File: src/rtl/core/text_console_engine_assert.svh
// Assertion macros shared by the console engine RTL.
// No dependencies; included by modules that carry concurrent checks.
`ifndef TEXT_CONSOLE_ENGINE_ASSERT_SVH
`define TEXT_CONSOLE_ENGINE_ASSERT_SVH

// Clocked check, disabled while reset is high
`define TCE_ASSERT(name, clk_s, rst_s, prop, msg) \
  name: assert property (@(posedge clk_s) disable iff (rst_s) prop) else $error(msg);

// Clocked check that also holds across reset
`define TCE_ASSERT_NR(name, clk_s, prop, msg) \
  name: assert property (@(posedge clk_s) prop) else $error(msg);

`endif

File: src/rtl/core/tce_pkg.sv
// Shared types and constants for the text console engine.
// No dependencies; used by the controller, datapath and top level of the block.
package tce_pkg;

  // Default geometry
  localparam int CONSOLES_DEF  = 4;
  localparam int COLS_DEF      = 80;
  localparam int ROWS_DEF      = 25;
  localparam int MEM_CELLS_DEF = 16384;

  // Width of reported cell addresses
  localparam int OUT_AW = 14;

  localparam logic [7:0]  COLOR_RST    = 8'h07;
  localparam logic [7:0]  CH_NEWLINE   = 8'h0a;
  localparam logic [7:0]  CH_BACKSPACE = 8'h08;
  localparam logic [7:0]  CH_BLANK     = 8'h20;
  localparam logic [7:0]  CH_NULL      = 8'h00;
  localparam logic [31:0] DIR_UP       = 32'd0;
  localparam logic [31:0] DIR_DOWN     = 32'd1;

  typedef enum logic [2:0] {
    ACT_PUT     = 3'd0,
    ACT_COLOR   = 3'd1,
    ACT_SELECT  = 3'd2,
    ACT_SCROLL  = 3'd3,
    ACT_CLEAR   = 3'd4,
    ACT_GOTO    = 3'd5,
    ACT_READ    = 3'd6,
    ACT_INVALID = 3'd7
  } action_t;

  typedef enum logic [2:0] {
    S_INIT,
    S_IDLE,
    S_EXEC,
    S_FOLLOW,
    S_CLEAR,
    S_DONE
  } state_t;

  // Controller -> datapath commands
  typedef struct packed {
    logic init_step;
    logic load;
    logic exec;
    logic follow_step;
    logic clr_step;
    logic clr_finish;
    logic out_load;
  } tce_ctl_t;

  // Datapath -> controller status
  typedef struct packed {
    action_t action;
    logic    console_ok;
    logic    follow_more;
    logic    mem_last;
    logic    region_last;
  } tce_sts_t;

endpackage

File: src/rtl/core/tce_ctrl.sv
// Sequencing state machine of the text console engine.
// Depends on tce_pkg and text_console_engine_assert.svh.
`include "text_console_engine_assert.svh"

module tce_ctrl import tce_pkg::*; (
  input  logic     clk,
  input  logic     rst,
  input  tce_sts_t sts,
  input  logic     cmd_valid,
  output logic     cmd_ready,
  output logic     rsp_valid,
  input  logic     rsp_ready,
  output tce_ctl_t ctl
);

  state_t state, state_next;
  logic   out_free;

  assign out_free = !rsp_valid || rsp_ready;

  // State register
  always_ff @(posedge clk) begin
    if (rst) begin
      state <= S_INIT;
    end else begin
      state <= state_next;
    end
  end

  // Next state
  always_comb begin
    state_next = state;
    case (state)
      S_INIT: begin
        if (sts.mem_last) state_next = S_IDLE;
      end
      S_IDLE: begin
        if (cmd_valid) state_next = S_EXEC;
      end
      S_EXEC: begin
        if (sts.console_ok && sts.action == ACT_PUT) begin
          state_next = S_FOLLOW;
        end else if (sts.console_ok && sts.action == ACT_CLEAR) begin
          state_next = S_CLEAR;
        end else begin
          state_next = S_DONE;
        end
      end
      S_FOLLOW: begin
        if (!sts.follow_more) state_next = S_DONE;
      end
      S_CLEAR: begin
        if (sts.region_last) state_next = S_DONE;
      end
      S_DONE: begin
        if (out_free) state_next = S_IDLE;
      end
      default: state_next = S_INIT;
    endcase
  end

  // Commands
  always_comb begin
    cmd_ready       = (state == S_IDLE);
    ctl.init_step   = (state == S_INIT);
    ctl.load        = (state == S_IDLE) && cmd_valid;
    ctl.exec        = (state == S_EXEC);
    ctl.follow_step = (state == S_FOLLOW) && sts.follow_more;
    ctl.clr_step    = (state == S_CLEAR);
    ctl.clr_finish  = (state == S_CLEAR) && sts.region_last;
    ctl.out_load    = (state == S_DONE) && out_free;
  end

  // Result valid flag
  always_ff @(posedge clk) begin
    if (rst) begin
      rsp_valid <= 1'b0;
    end else if (ctl.out_load) begin
      rsp_valid <= 1'b1;
    end else if (rsp_ready) begin
      rsp_valid <= 1'b0;
    end
  end

  `TCE_ASSERT(a_load_exec, clk, rst, ctl.load |=> state == S_EXEC, "accepted item not executed")
  `TCE_ASSERT(a_out_free, clk, rst, ctl.out_load |-> (!rsp_valid || rsp_ready), "result overwritten")
  `TCE_ASSERT(a_clear_run, clk, rst, (state == S_CLEAR && !sts.region_last) |=> state == S_CLEAR, "clear cut short")
  `TCE_ASSERT_NR(a_rst_init, clk, $past(rst) |-> state == S_INIT, "no memory sweep after reset")

endmodule

File: config.mk
export PLATFORM = sky130hd
export DESIGN_NAME = tce_ctrl
export DESIGN_NICKNAME = d
export VERILOG_FILES = /design/src/rtl/core/tce_pkg.sv /design/src/rtl/core/tce_ctrl.sv
export VERILOG_INCLUDE_DIRS = /design/src /design/src/rtl/core
export SDC_FILE = /design/constraint.sdc
export NUM_CORES = 1
export LEC_CHECK = 0
export ABC_CLOCK_PERIOD_IN_PS = 1500
export BUFFER_PORTS_ARGS = -buffer_cell sky130_fd_sc_hd__buf_4
export CELL_PAD_IN_SITES_DETAIL_PLACEMENT = 0
export CELL_PAD_IN_SITES_GLOBAL_PLACEMENT = 1
export CORE_MARGIN = 1.5
export CORE_UTILIZATION = 22
export CTS_CLUSTER_SIZE = 24
export DETAILED_ROUTE_END_ITERATION = 12
export MAX_ROUTING_LAYER = met4
export PLACE_DENSITY_LB_ADDON = 0.05
export SETUP_SLACK_MARGIN = 0.2
export SYNTH_ARGS = -nofsm -noshare
export SYNTH_HDL_FRONTEND = slang
export SYNTH_SLANG_ARGS = --single-unit
File: constraint.sdc
create_clock -name clk -period 1.5 [get_ports clk]
set_clock_uncertainty 0.1 [all_clocks]
set_input_delay 0.075 -clock clk [delete_from_list [all_inputs] [get_ports clk]]
set_output_delay 0.075 -clock clk [all_outputs]
set_load 0.02 [all_outputs]
# Word level (Yosys, flattened, before mapping)
# Index checks and enable logic that the tools add are counted.
# word_totals
in_bits	11
wordCells	35
register_bits	4
# op_classes
eq_ne	11
n_mux	10
n_reduce_logical	12
# op_table
op	n
$mux W3	6
$pmux W3 S6	1
$ne A2 B2 Y1 const B	5
$eq A3 B3 Y1 const B	3
$eq A3 B2 Y1 const B	2
$logic_and A1 B1 Y1	6
$logic_not A3 Y1	2
$reduce_and A5 Y1	1
$eq A3 B1 Y1 const B	1
$mux W1	3
$reduce_bool A2 Y1	1
$logic_not A1 Y1	1
$logic_or A1 B1 Y1	1

# Logic depth before layout (Yosys ltp)
# Gate-level depths: netlist of run 1.
# depth
word_depth	5
depth_mapped	4
depth_no_buf	3

# Least setup slack after synthesis of run 1
# No wires, ideal clock.
# synth_path
path_kind	flip-flop to flip-flop
startpoint	reg state[0]
endpoint	reg state[1]
required_ps	1327
path_buffers	1
stages_incl_launch_ff	5
path_slack_ps	32
arrival_ps	1295
setup_time_ps	73
cell_sequence	dfxtp_1 -> buf_6 -> or4b_4 -> o32ai_1 -> nor3b_2
# synth_via
elab_chain_len	3
# synth_rtl
item	line	text
from (decl)	tce_ctrl.sv:16	state_t state, state_next;
from (signal assigned)	tce_ctrl.sv:26	state <= state_next;
$eq A3 B3 Y1, or another cell as far along	tce_ctrl.sv:33	case (state)
$ne A2 B2 Y1 (no source line)	n/a	
$reduce_and A5 Y1 (no source line)	n/a	
# Several ways; a longest one is shown, not always the timed one.
# A chain may end at the register's enable or synchronous reset.

# Worst setup path after layout of run 1
# Ends and elaborated chain as after synthesis.

==> results.md, run 1 <==
* Status: complete, no violations
* Diode count at 0
* Initial antenna violation count at 0
* Vias per Instance at 4.59
* Die span in y at 40.2 µm
* DRC viols at 0
* Crit Path Max Fanout at 3
* Syn Inst Count at 39
* Synth-to-layout area growth at 97.9%
* Die X at 40.2 µm
* Total gr overflow at 0
* Slowest stage cell, crit path: or4b_4
* Area share of the largest cell type after synthesis at 26.3%
* Core box area at 1300 µm²
* Hold Path Class: in2reg
* Final Critical Period at 1400 ps
* P per Cell Area at 683 nW/µm²
* Synth unique cells at 22
* Area of the multi-input gates at 234 µm²
* Final ANT Viol Nets at 0
* Largest net degree at the start of global routing at 11
* Clock slew at reported path FFs at 40 ps
* Yosys Warn Count at 0
* Top delay family on crit path: simple AND/OR/NAND/NOR gates
* Bufs and invs on worst path at 0
* Die area at 1610 µm²
* FF-to-FF Start: state[0]
* Clock Sinks at 4
* Nature of the critical path endpoint: register
* Clock Path Buffers at 2
* Final nets at 80
* TritonCTS buffer count at 3
* Hold Crit Start: sts[2]
* Max Cap Viol at 0
* CP required at 1560 ps
* Tot Pwr at 411 µW
* #FFs+latches synth at 4
* Placer Congestion at 0.746
* DR iter-0 viols at 3
* Relative slew slack at 84.0%
* Synth Net Count at 50
* First-pass GRT wire length at 1.50 mm
* CTS tree: yes
* Final Setup Violations at 0
* Fmax at 715 MHz
* Setup crit start: state[0]
* Initial core utilization at 23.4%
* Fillers at 137
* Count of flip-flops with a built-in enable after synthesis at 0
* Register area at 83.8 µm²
* RSZ-0062 raised after global routing: true
* Setup_tns at 0 ps
* LEAKAGE at 0.282 nW
* Vias in the first global route at 353
* Routed via count at 376
* Asr flop ratio synth at 0%
* Leading cell types by count after synthesis: 4 x dfxtp_1, 4 x nor2b_1
* Top FF cell, synth: dfxtp_1
* Final core utilization at 46.3%
* Avg WL per Cell at 12.0 µm
* Placed cell area at 462 µm²
* Max incr delay on CP at 500 ps
* Fraction of the yosys area taken by sequential cells at 26.3%
* Mapped cell area at 304 µm²
* Fraction of layout cells with a size suffix above 1 at 61.2%
* VDD IR max at 0.379 mV
* CTS root buf: clkbuf_4
* Tightest Pin Transition at 240 ps
* Final design area excluding fillers at 602 µm²
* Row count at 13
* Critical Path AT at 1450 ps
* Pins Over Slew Limit at 0
* Area leader, netlist: dfxtp_1
* Non-filler cells, final at 82
* Detailed Place HPWL at 724 µm
* Inst Count DP at 72
* Period Utilization, post-route at 93.2%
* Worst skew pair latency at 230 ps
* # IOs at 20
* Critical path, cell by cell: or4b_4, o32ai_2, nor3b_2
* Number of port buffers at 19
* Final WL at 981 µm
* Tot GR Track Use at 14.5%
* Final Hold Fails at 0
* Worst setup SP type: register
* Length of the first detailed-routing pass in iterations at 4
* CTS H-tree lvls at 1
* Kind of critical path: reg2reg
* Mapped Avg Cell Area at 7.80 µm²
* Top cells by area, synth: dfxtp_1 26%, nor2b_1 8.2%, a21oi_1 4.9%
-- cells in the final DEF, fill, tap and decap left out, types with 2 or more instances in the layout --
master / Yosys / final
inv_1: 3 / 2
buf_4: 0 / 24
a21oi_1: 3 / 3
clkbuf_4: 0 / 3
nor2b_1: 4 / 3
nand2_1: 2 / 2
nor2_1: 3 / 3
nor3_1: 3 / 3
dfxtp_2: 0 / 3
buf_6: 1 / 3
-- power by group --
| group | switching [mW] | leakage (nW) | internal [mW] |
|---|---|---|---|
| registers | 0.00799 | 0.0338 | 0.114 |
| clock network | 0.0389 | 0.0138 | 0.0892 |
| logic | 0.0728 | 0.234 | 0.0883 |
-- per-stage QoR --
step | worst slack (ps) | hold slack [ps]
after global routing | 74.8 | 111
after floorplan | 43.4 | 44.1
final | 102 | 87.3
after CTS | 124 | 87.0
after global placement | 131 | 172
after detailed placement | 78.3 | 169
-- layer usage --
| metal | vias up | wire [µm] | global-route usage, % |
|---|---|---|---|
| met5 | - | 0 | - |
| met1 | 170 | 416 | 17.9 |
| met3 | 0 | 46 | 1.67 |
| li1 | 194 | - | - |
| met4 | 0 | 0 | 5.00 |
| met2 | 12 | 517 | 24.2 |
-- path summary, 6_finish.rpt --
kind | to | depth (start not counted) | slack (ps)
min | state[2] | 4 | 90
max reg2reg | state[1] | 3 | 100
max | state[1] | 3 | 100
min reg2reg | state[1] | 3 | 570
-- what timing repair did --
| action | in CTS | in global routing |
|---|---|---|
| setup endpoints to repair | 10 | 11 |
| setup buffers | 4 | 2 |
| hold buffers | 1 | 0 |
| gates resized for setup | 12 | 6 |
| cloned | 0 | 0 |
| endpoints found under the hold margin | 4 | 0 |
| pin swaps | 3 | 3 |
-- worst min-delay path: stages --
cell and delay, ps:
buf_4 90, nand2_1 50, o211ai_1 90, a21oi_1 70
-- state kept, by name (all words and copies together) (netlist names) --
register / flops
state: 3
rsp_valid: 1
-- cell families after synthesis --
kind of cell,count (synthesis),share of synthesized area [%]
compound gates,8,16.5
mux,2,7.00
flops,4,26.3
simple gates,19,40.3
buf+inv,6,9.88
-- area by class of cell --
class / count / share of cell area, %
Clock buffer: 3 / 3.74
Inverter: 3 / 3.12
Multi-Input combinational cell: 29 / 38.9
Sequential cell: 4 / 13.9
Tap cell: 15 / 3.12
Timing Repair Buffer: 28 / 37.2
(Power assumes the default switching activity.)
==> run 2, diff against run 1 <==
--- a/config.mk
+++ b/config.mk
@@ -6,12 +6,13 @@
 export SDC_FILE = /design/constraint.sdc
 export NUM_CORES = 1
 export LEC_CHECK = 0
+export ABC_AREA = 1
 export ABC_CLOCK_PERIOD_IN_PS = 1500
 export BUFFER_PORTS_ARGS = -buffer_cell sky130_fd_sc_hd__buf_4
 export CELL_PAD_IN_SITES_DETAIL_PLACEMENT = 0
 export CELL_PAD_IN_SITES_GLOBAL_PLACEMENT = 1
 export CORE_MARGIN = 1.5
-export CORE_UTILIZATION = 22
+export CORE_UTILIZATION = 23
 export CTS_CLUSTER_SIZE = 24
 export DETAILED_ROUTE_END_ITERATION = 12
 export MAX_ROUTING_LAYER = met4
==> run 2 against run 1 <==
  * Maximum frequency up 9.4%
  * Utilization down 6.5 points
  * Non-clock buffer count down 7
  * Via count up 24%
  * Register-to-register slack better by 140 ps
  * Final cell count up 28%
  * Worst hold slack better by 9.9 ps
  * Critical path depth up 2
  * Count of clock-buffer cells in the layout unchanged
==> results.md, run 2 <==
* First-pass GRT wire length at 1.67 mm (+11%)
* Hold Path Class: in2reg
* Tot GR Track Use at 12.5% (-2.0 points)
* Critical Path AT at 1100 ps (-350 ps)
* Area leader, netlist: dfxtp_1
* Nature of the critical path endpoint: output pin
* Number of port buffers at 19 (unchanged)
* Kind of critical path: reg2out
* Post-Synth XOR/XNOR Area at 0% (unchanged)
* #FFs+latches synth at 4 (unchanged)
* Synth Area in Adders at 0% (unchanged)
* Sequential Power Share at 21.5% (-8.2 points)
* Core box area at 1510 µm² (+16%)
* Top FF cell, synth: dfxtp_1
* Final Critical Period at 1280 ps (-120 ps)
* Worst setup SP type: register
* Yosys Warn Count at 0 (unchanged)
* Relative slew slack at 85.8% (+1.8 points)
* Clock Sinks at 4 (unchanged)
* Mapped cell area at 369 µm² (+21%)
* Largest net degree at the start of global routing at 9 (-2)
* Clock Path Buffers at 2 (unchanged)
* Detailed Place HPWL at 769 µm (+6.3%)
* Commonest cells after routing, fill and taps aside: 20 x buf_4, 18 x nand2_1, 10 x inv_1
* Top cells by area, synth: dfxtp_1 22%, nand2_1 18%, nand3_1 11%
* Worst skew pair latency at 240 ps (about the same)
* Mapped Avg Cell Area at 5.59 µm² (-28%)
* Vias per Instance at 4.46 (-2.8%)
* Mux cell area share after synthesis at 0% (-7.0 points)
* Final Setup Violations at 0 (unchanged)
* Post-synthesis simple-gate area fraction at 51.9% (+12 points)
* Avg WL per Cell at 9.64 µm (-19%)
* Most flops, register: state
* Final WL at 1.01 mm (+3.2%)
* Period Utilization, post-route at 85.2% (-8.0 points)
* Initial antenna violation count at 0 (unchanged)
* Status: complete, no violations
* Vias in the first global route at 426 (+21%)
* Asr flop ratio synth at 0% (unchanged)
* Fraction of the yosys area taken by sequential cells at 21.7% (-4.6 points)
* CTS H-tree lvls at 1 (unchanged)
* DR iter-0 viols at 3 (unchanged)
* Total gr overflow at 0 (unchanged)
* VDD IR max at 0.652 mV (+72%)
* Setup_tns at 0 ps (unchanged)
* Area share of the largest cell type after synthesis at 21.7% (-4.6 points)
* Initial core utilization at 24.5% (+1.1 points)
* Slowest stage cell, crit path: dfxtp_4
* # IOs at 20 (unchanged)
* Clock power frac at 12.3% (-19 points)
* Compound-Gate Fraction of Synth Area at 9.15% (-7.3 points)
* Row count at 14 (+1)
* Bufs and invs on worst path at 2 (+2)
* TritonCTS buffer count at 3 (unchanged)
* Top delay family on crit path: flip-flops
* Die area at 1850 µm² (+15%)
* Internal at 553 µW (+90%)
* Max Cap Viol at 0 (unchanged)
* Critical path, cell by cell: inv_2, nor2_2, nand2_1, nor2_1, buf_4
* Length of the first detailed-routing pass in iterations at 4 (unchanged)
* Placer Congestion at 0.803 (+7.5%)
* Final ANT Viol Nets at 0 (unchanged)
* Synth-to-layout area growth at 62.0%
* Most frequent cell after synthesis: nand2_1
* CP required at 1320 ps (-240 ps)
* Largest family of logic cells by synthesized area: simple AND/OR/NAND/NOR gates
* Count of flip-flops with a built-in enable after synthesis at 0 (unchanged)
* Non-filler cells, final at 105 (+28%)
* Most common cell after layout, fill and taps aside: buf_4
* Crit Path Max Fanout at 5 (+2)
* Comb pwr share at 66.2% (+27 points)
* Die span in y at 43.1 µm (+7.2%)
* Synth Net Count at 77 (+54%)
* Tightest Pin Transition at 211 ps (-28.6 ps)
* Clock slew at reported path FFs at 40 ps (about the same)
* Final nets at 102 (+28%)
* CTS root buf: clkbuf_4
* Pins Over Slew Limit at 0 (unchanged)
* Max incr delay on CP at 380 ps (-120 ps)
* Final core utilization at 39.7% (-6.5 points)
* Routed via count at 468 (+24%)
* Syn Inst Count at 66 (+69%)
* Post-CTS setup repair buffer count at 0 (-4)
* Diode count at 0 (unchanged)
* Final Hold Fails at 0 (unchanged)
* DRC viols at 0 (unchanged)
* Inst Count DP at 101 (+40%)
* Synth unique cells at 16 (-27%)
* Fmax at 782 MHz (+9.4%)
* Switching share of power at 51.2% (+22 points)
* P per Cell Area at 1890 nW/µm² (+180%)
* Top flop regs: state: 3 flops, rsp_valid: 1 flops
* Sw power at 580 µW (+380%)
* Die X at 43.1 µm (+7.2%)
* Max reg flops at 3 (unchanged)
* Fraction of layout cells with a size suffix above 1 at 43.8% (-17 points)
* LEAKAGE at 0.336 nW (+19%)
* Leading cell types by count after synthesis: 18 x nand2_1, 10 x inv_1, 8 x nand3_1, 8 x nor2_1
* Tot Pwr at 1.13 mW (+180%)
* RSZ-0062 raised after global routing: true
* CTS tree: yes
-- run 2: cell types whose count changed after synthesis, moves of 2 or more --
cell,change
clkbuf_1,-2
inv_1,+7
inv_2,+4
nand2_1,+16
nand3_1,+8
nor2_1,+5
nor2_4,+2
nor2b_1,-4
nor3_1,-2
-- run 2: cells by family (layout without fill, tap and decap cells) --
kind of cell,after synthesis,in the layout
compound gates,6,6
buf+inv,15,38
flops,4,4
simple gates,41,41
-- run 2: final timing paths --
check	start	endpoint	slack, ps	cells past startpoint
worst max-delay path	state[0]	ctl[5]	220	5
worst min-delay path	rsp_ready	rsp_valid	100	4
worst max register to register	state[1]	state[0]	240	8
worst min register to register	state[2]	state[2]	440	2
-- run 2: layer usage --
layer	up-vias	global-route usage, %	routed length (µm)
met5	-	-	0
met4	0	7.27	12
met3	2	2.55	50
met2	12	19.1	469
met1	204	15.2	479
li1	250	-	-
-- run 2: cell type report --
class	instances	area [µm²]
Fill cell	188	908
Sequential cell	4	88.8
Tap cell	16	20.0
Multi-Input combinational cell	47	254
Inverter	14	52.6
Clock buffer	3	22.5
Timing Repair Buffer	21	160
-- run 2: what timing repair did --
action | CTS | global route
hold buffers | 1 | 0
endpoints found under the setup margin | 9 | 7
pin swaps | 0 | 1
endpoints found under the hold margin | 3 | 0
resized for setup | 4 | 5
-- run 2: power groups by stage --
stage               sequential, mW  clock [mW]  combinational, mW
floorplan                    0.192           0              0.553
global placement             0.221           0              0.745
detailed placement           0.222           0              0.729
CTS                          0.232       0.141              0.747
global route                 0.252       0.148              0.829
finish                       0.243       0.140              0.750
-- run 2: worst reg2reg max path: stages (launching register included) --
cell,delay (ps)
dfxtp_4,370
inv_1,90
nand3_2,120
o21ai_4,200
nor2_4,50
nand2_1,80
nand2_1,60
inv_1,50
nor2_1,40
-- run 2: through the flow --
stage | setup slack, ps | instance area, µm² | hold slack [ps]
3_3_place_gp | 171 | 536 | 158
3_5_place_dp | 146 | 536 | 158
6_report | 222 | 598 | 97.2
4_1_cts | 206 | 574 | 52.1
2_1_floorplan | 265 | 377 | 44.1
5_1_grt | 157 | 598 | 145
==> run 3, diff against run 2 <==
--- a/config.mk
+++ b/config.mk
@@ -9,12 +9,10 @@
 export ABC_AREA = 1
 export ABC_CLOCK_PERIOD_IN_PS = 1500
 export BUFFER_PORTS_ARGS = -buffer_cell sky130_fd_sc_hd__buf_4
-export CELL_PAD_IN_SITES_DETAIL_PLACEMENT = 0
-export CELL_PAD_IN_SITES_GLOBAL_PLACEMENT = 1
-export CORE_MARGIN = 1.5
-export CORE_UTILIZATION = 23
+export CORE_AREA = 2 2 39 41
 export CTS_CLUSTER_SIZE = 24
 export DETAILED_ROUTE_END_ITERATION = 12
+export DIE_AREA = 0 0 41 43
 export MAX_ROUTING_LAYER = met4
 export PLACE_DENSITY_LB_ADDON = 0.05
 export SETUP_SLACK_MARGIN = 0.2
==> run 3 against run 2 <==
  * Critical path depth is 3 higher
  * Clock power is 9% lower
  * Final cell count stayed put
  * Register-to-register slack better by 20 ps
  * Largest power group unchanged
  * Highest routed layer is now met3
  * Largest cell class unchanged
==> results.md, run 3 (same netlist as run 2, synthesis figures left out) <==
* Sw power at 576 µW (-0.74%)
* Slowest stage cell, crit path: dfxtp_4
* Final core utilization at 44.1% (+4.4 points)
* Switching share of power at 50.3% (-0.89 points)
* DRC viols at 0 (unchanged)
* Fillers at 170 (-9.6%)
* Most common cell after layout, fill and taps aside: buf_4
* Synth-to-layout area growth at 65.4%
* Crit Path Max Fanout at 8 (+3)
* Final WL at 888 µm (-12%)
* Critical Path Most Common Cell: inv_1
* Most flops, register: state
* Vias per Instance at 4.26 (-4.5%)
* Internal at 569 µW (+2.8%)
* Die X at 41 µm (-4.8%)
* Final WS setup at 257 ps (+35.6 ps)
* Worst setup SP type: register
* Diode count at 0 (unchanged)
* Fmax at 805 MHz (+2.9%)
* LEAKAGE at 0.339 nW (+0.79%)
* Final ANT Viol Nets at 0 (unchanged)
* Clock Path Buffers at 2 (unchanged)
* Number of port buffers at 19 (unchanged)
* Commonest cells after routing, fill and taps aside: 20 x buf_4, 16 x nand2_1, 10 x inv_1
* Comb pwr share at 66.3% (about the same)
* Post-CTS setup repair buffer count at 0 (unchanged)
* Length of the first detailed-routing pass in iterations at 4 (unchanged)
* Detailed Place HPWL at 739 µm (-4.0%)
* Max incr delay on CP at 370 ps (about the same)
* Place WS at 126 ps (-20.1 ps)
* Routed via count at 447 (-4.5%)
* TritonCTS buffer count at 3 (unchanged)
* VDD IR max at 0.799 mV (+23%)
* Nature of the critical path endpoint: register
* Relative slew slack at 89.1% (+3.4 points)
* Core box area at 1380 µm² (-8.1%)
* Pins Over Slew Limit at 0 (unchanged)
* Hold Path Class: in2reg
* Final Critical Period at 1240 ps (-35.6 ps)
* Status: complete, no violations
* Placer Congestion at 0.823 (+2.6%)
* Initial core utilization at 26.7% (+2.2 points)
* Setup_tns at 0 ps (unchanged)
* CTS tree: yes
* P per Cell Area at 1870 nW/µm² (-1.1%)
* Clock Sinks at 4 (unchanged)
* # IOs at 20 (unchanged)
* Tot GR Track Use at 12.4% (-0.15 points)
* Top flop regs: state: 3 flops, rsp_valid: 1 flops
* First-pass GRT wire length at 1.42 mm (-15%)
* Final Hold Fails at 0 (unchanged)
* Final nets at 102 (unchanged)
* Kind of critical path: reg2reg
* Period Utilization, post-route at 82.8% (-2.4 points)
* Vias in the first global route at 391 (-8.2%)
* Critical path, cell by cell: inv_1, nand3_2, o21ai_2, nor2_4, nand2_2, nand2_1, inv_1, nor2_1
* Max reg flops at 3 (unchanged)
* Tightest Pin Transition at 162 ps (-49.8 ps)
* RSZ-0062 raised after global routing: true
* Max Cap Viol at 0 (unchanged)
* Area of the multi-input gates at 256 µm² (+0.99%)
* Worst skew pair latency at 230 ps (about the same)
* Clock slew at reported path FFs at 30 ps (about the same)
* Fraction of layout cells with a size suffix above 1 at 46.1% (+2.2 points)
* CTS root buf: clkbuf_4
* Initial antenna violation count at 0 (unchanged)
* Avg WL per Cell at 8.46 µm (-12%)
* Sequential Power Share at 22.6% (+1.1 points)
* Largest net degree at the start of global routing at 9 (unchanged)
* Critical Path AT at 1270 ps (+170 ps)
* Final Setup Violations at 0 (unchanged)
* Clock power frac at 11.1% (-1.2 points)
* Row count at 14 (unchanged)
* DR iter-0 viols at 4 (+1)
* Register area at 91.3 µm² (+2.8%)
* Total gr overflow at 0 (unchanged)
* CP required at 1520 ps (+200 ps)
* Die area at 1760 µm² (-4.9%)
* Die span in y at 43 µm (-0.14%)
* CTS H-tree lvls at 1 (unchanged)
[run 3: layout make-up]
cell class	count	share of cell area, %
sequential	4	15.0
clock buffer	3	3.69
tap	16	3.28
multi-input combinational	47	42.0
inverter	14	9.84
timing repair buffer	21	26.2
[run 3: layer usage]
layer	global-route usage, %	up-vias	wire length [µm]
li1	-	249	-
met1	13.2	185	388
met2	19.1	13	440
met3	4.71	0	60
met4	6.00	0	0
met5	-	-	0
[run 3: power by group through the flow]
stage / clock network, mW / registers (mW) / logic, mW
3_5_place_dp: 0 / 0.222 / 0.724
2_1_floorplan: 0 / 0.192 / 0.553
5_1_grt: 0.143 / 0.273 / 0.854
4_1_cts: 0.136 / 0.227 / 0.729
6_report: 0.127 / 0.259 / 0.758
3_3_place_gp: 0 / 0.221 / 0.734
[run 3: final timing paths]
path              slack, ps   endpoint  cells past startpoint      start
setup / recovery        260   state[0]                      8   state[1]
hold / removal           70  rsp_valid                      4  rsp_ready
setup reg to reg        260   state[0]                      8   state[1]
hold reg to reg         440  rsp_valid                      2  rsp_valid
[run 3: metrics by stage]
stage	hold WS (ps)	power (mW)	area (µm²)	cells
finish	70.1	1.14	611	105
global route	96.3	1.27	611	105
CTS	51.8	1.09	571	105
detailed placement	155	0.946	536	101
global placement	157	0.955	536	101
floorplan	44.1	0.745	377	66
[run 3: critical path, delay by kind of cell, from the launching register on]
kind | cells | cell delay (ps)
buffers and inverters | 2 | 140
AND/OR/NAND/NOR | 5 | 320
AO/OA/AOI/OAI | 1 | 210
flip-flops | 1 | 370
[run 3: repair_timing]
item                       4_1_cts  5_1_grt
hold endpoints to repair         2        0
setup endpoints to repair        9        9
pin swaps                        0        4
gates cloned                     0        0
gates resized for setup          2       13
hold buffers                     1        0
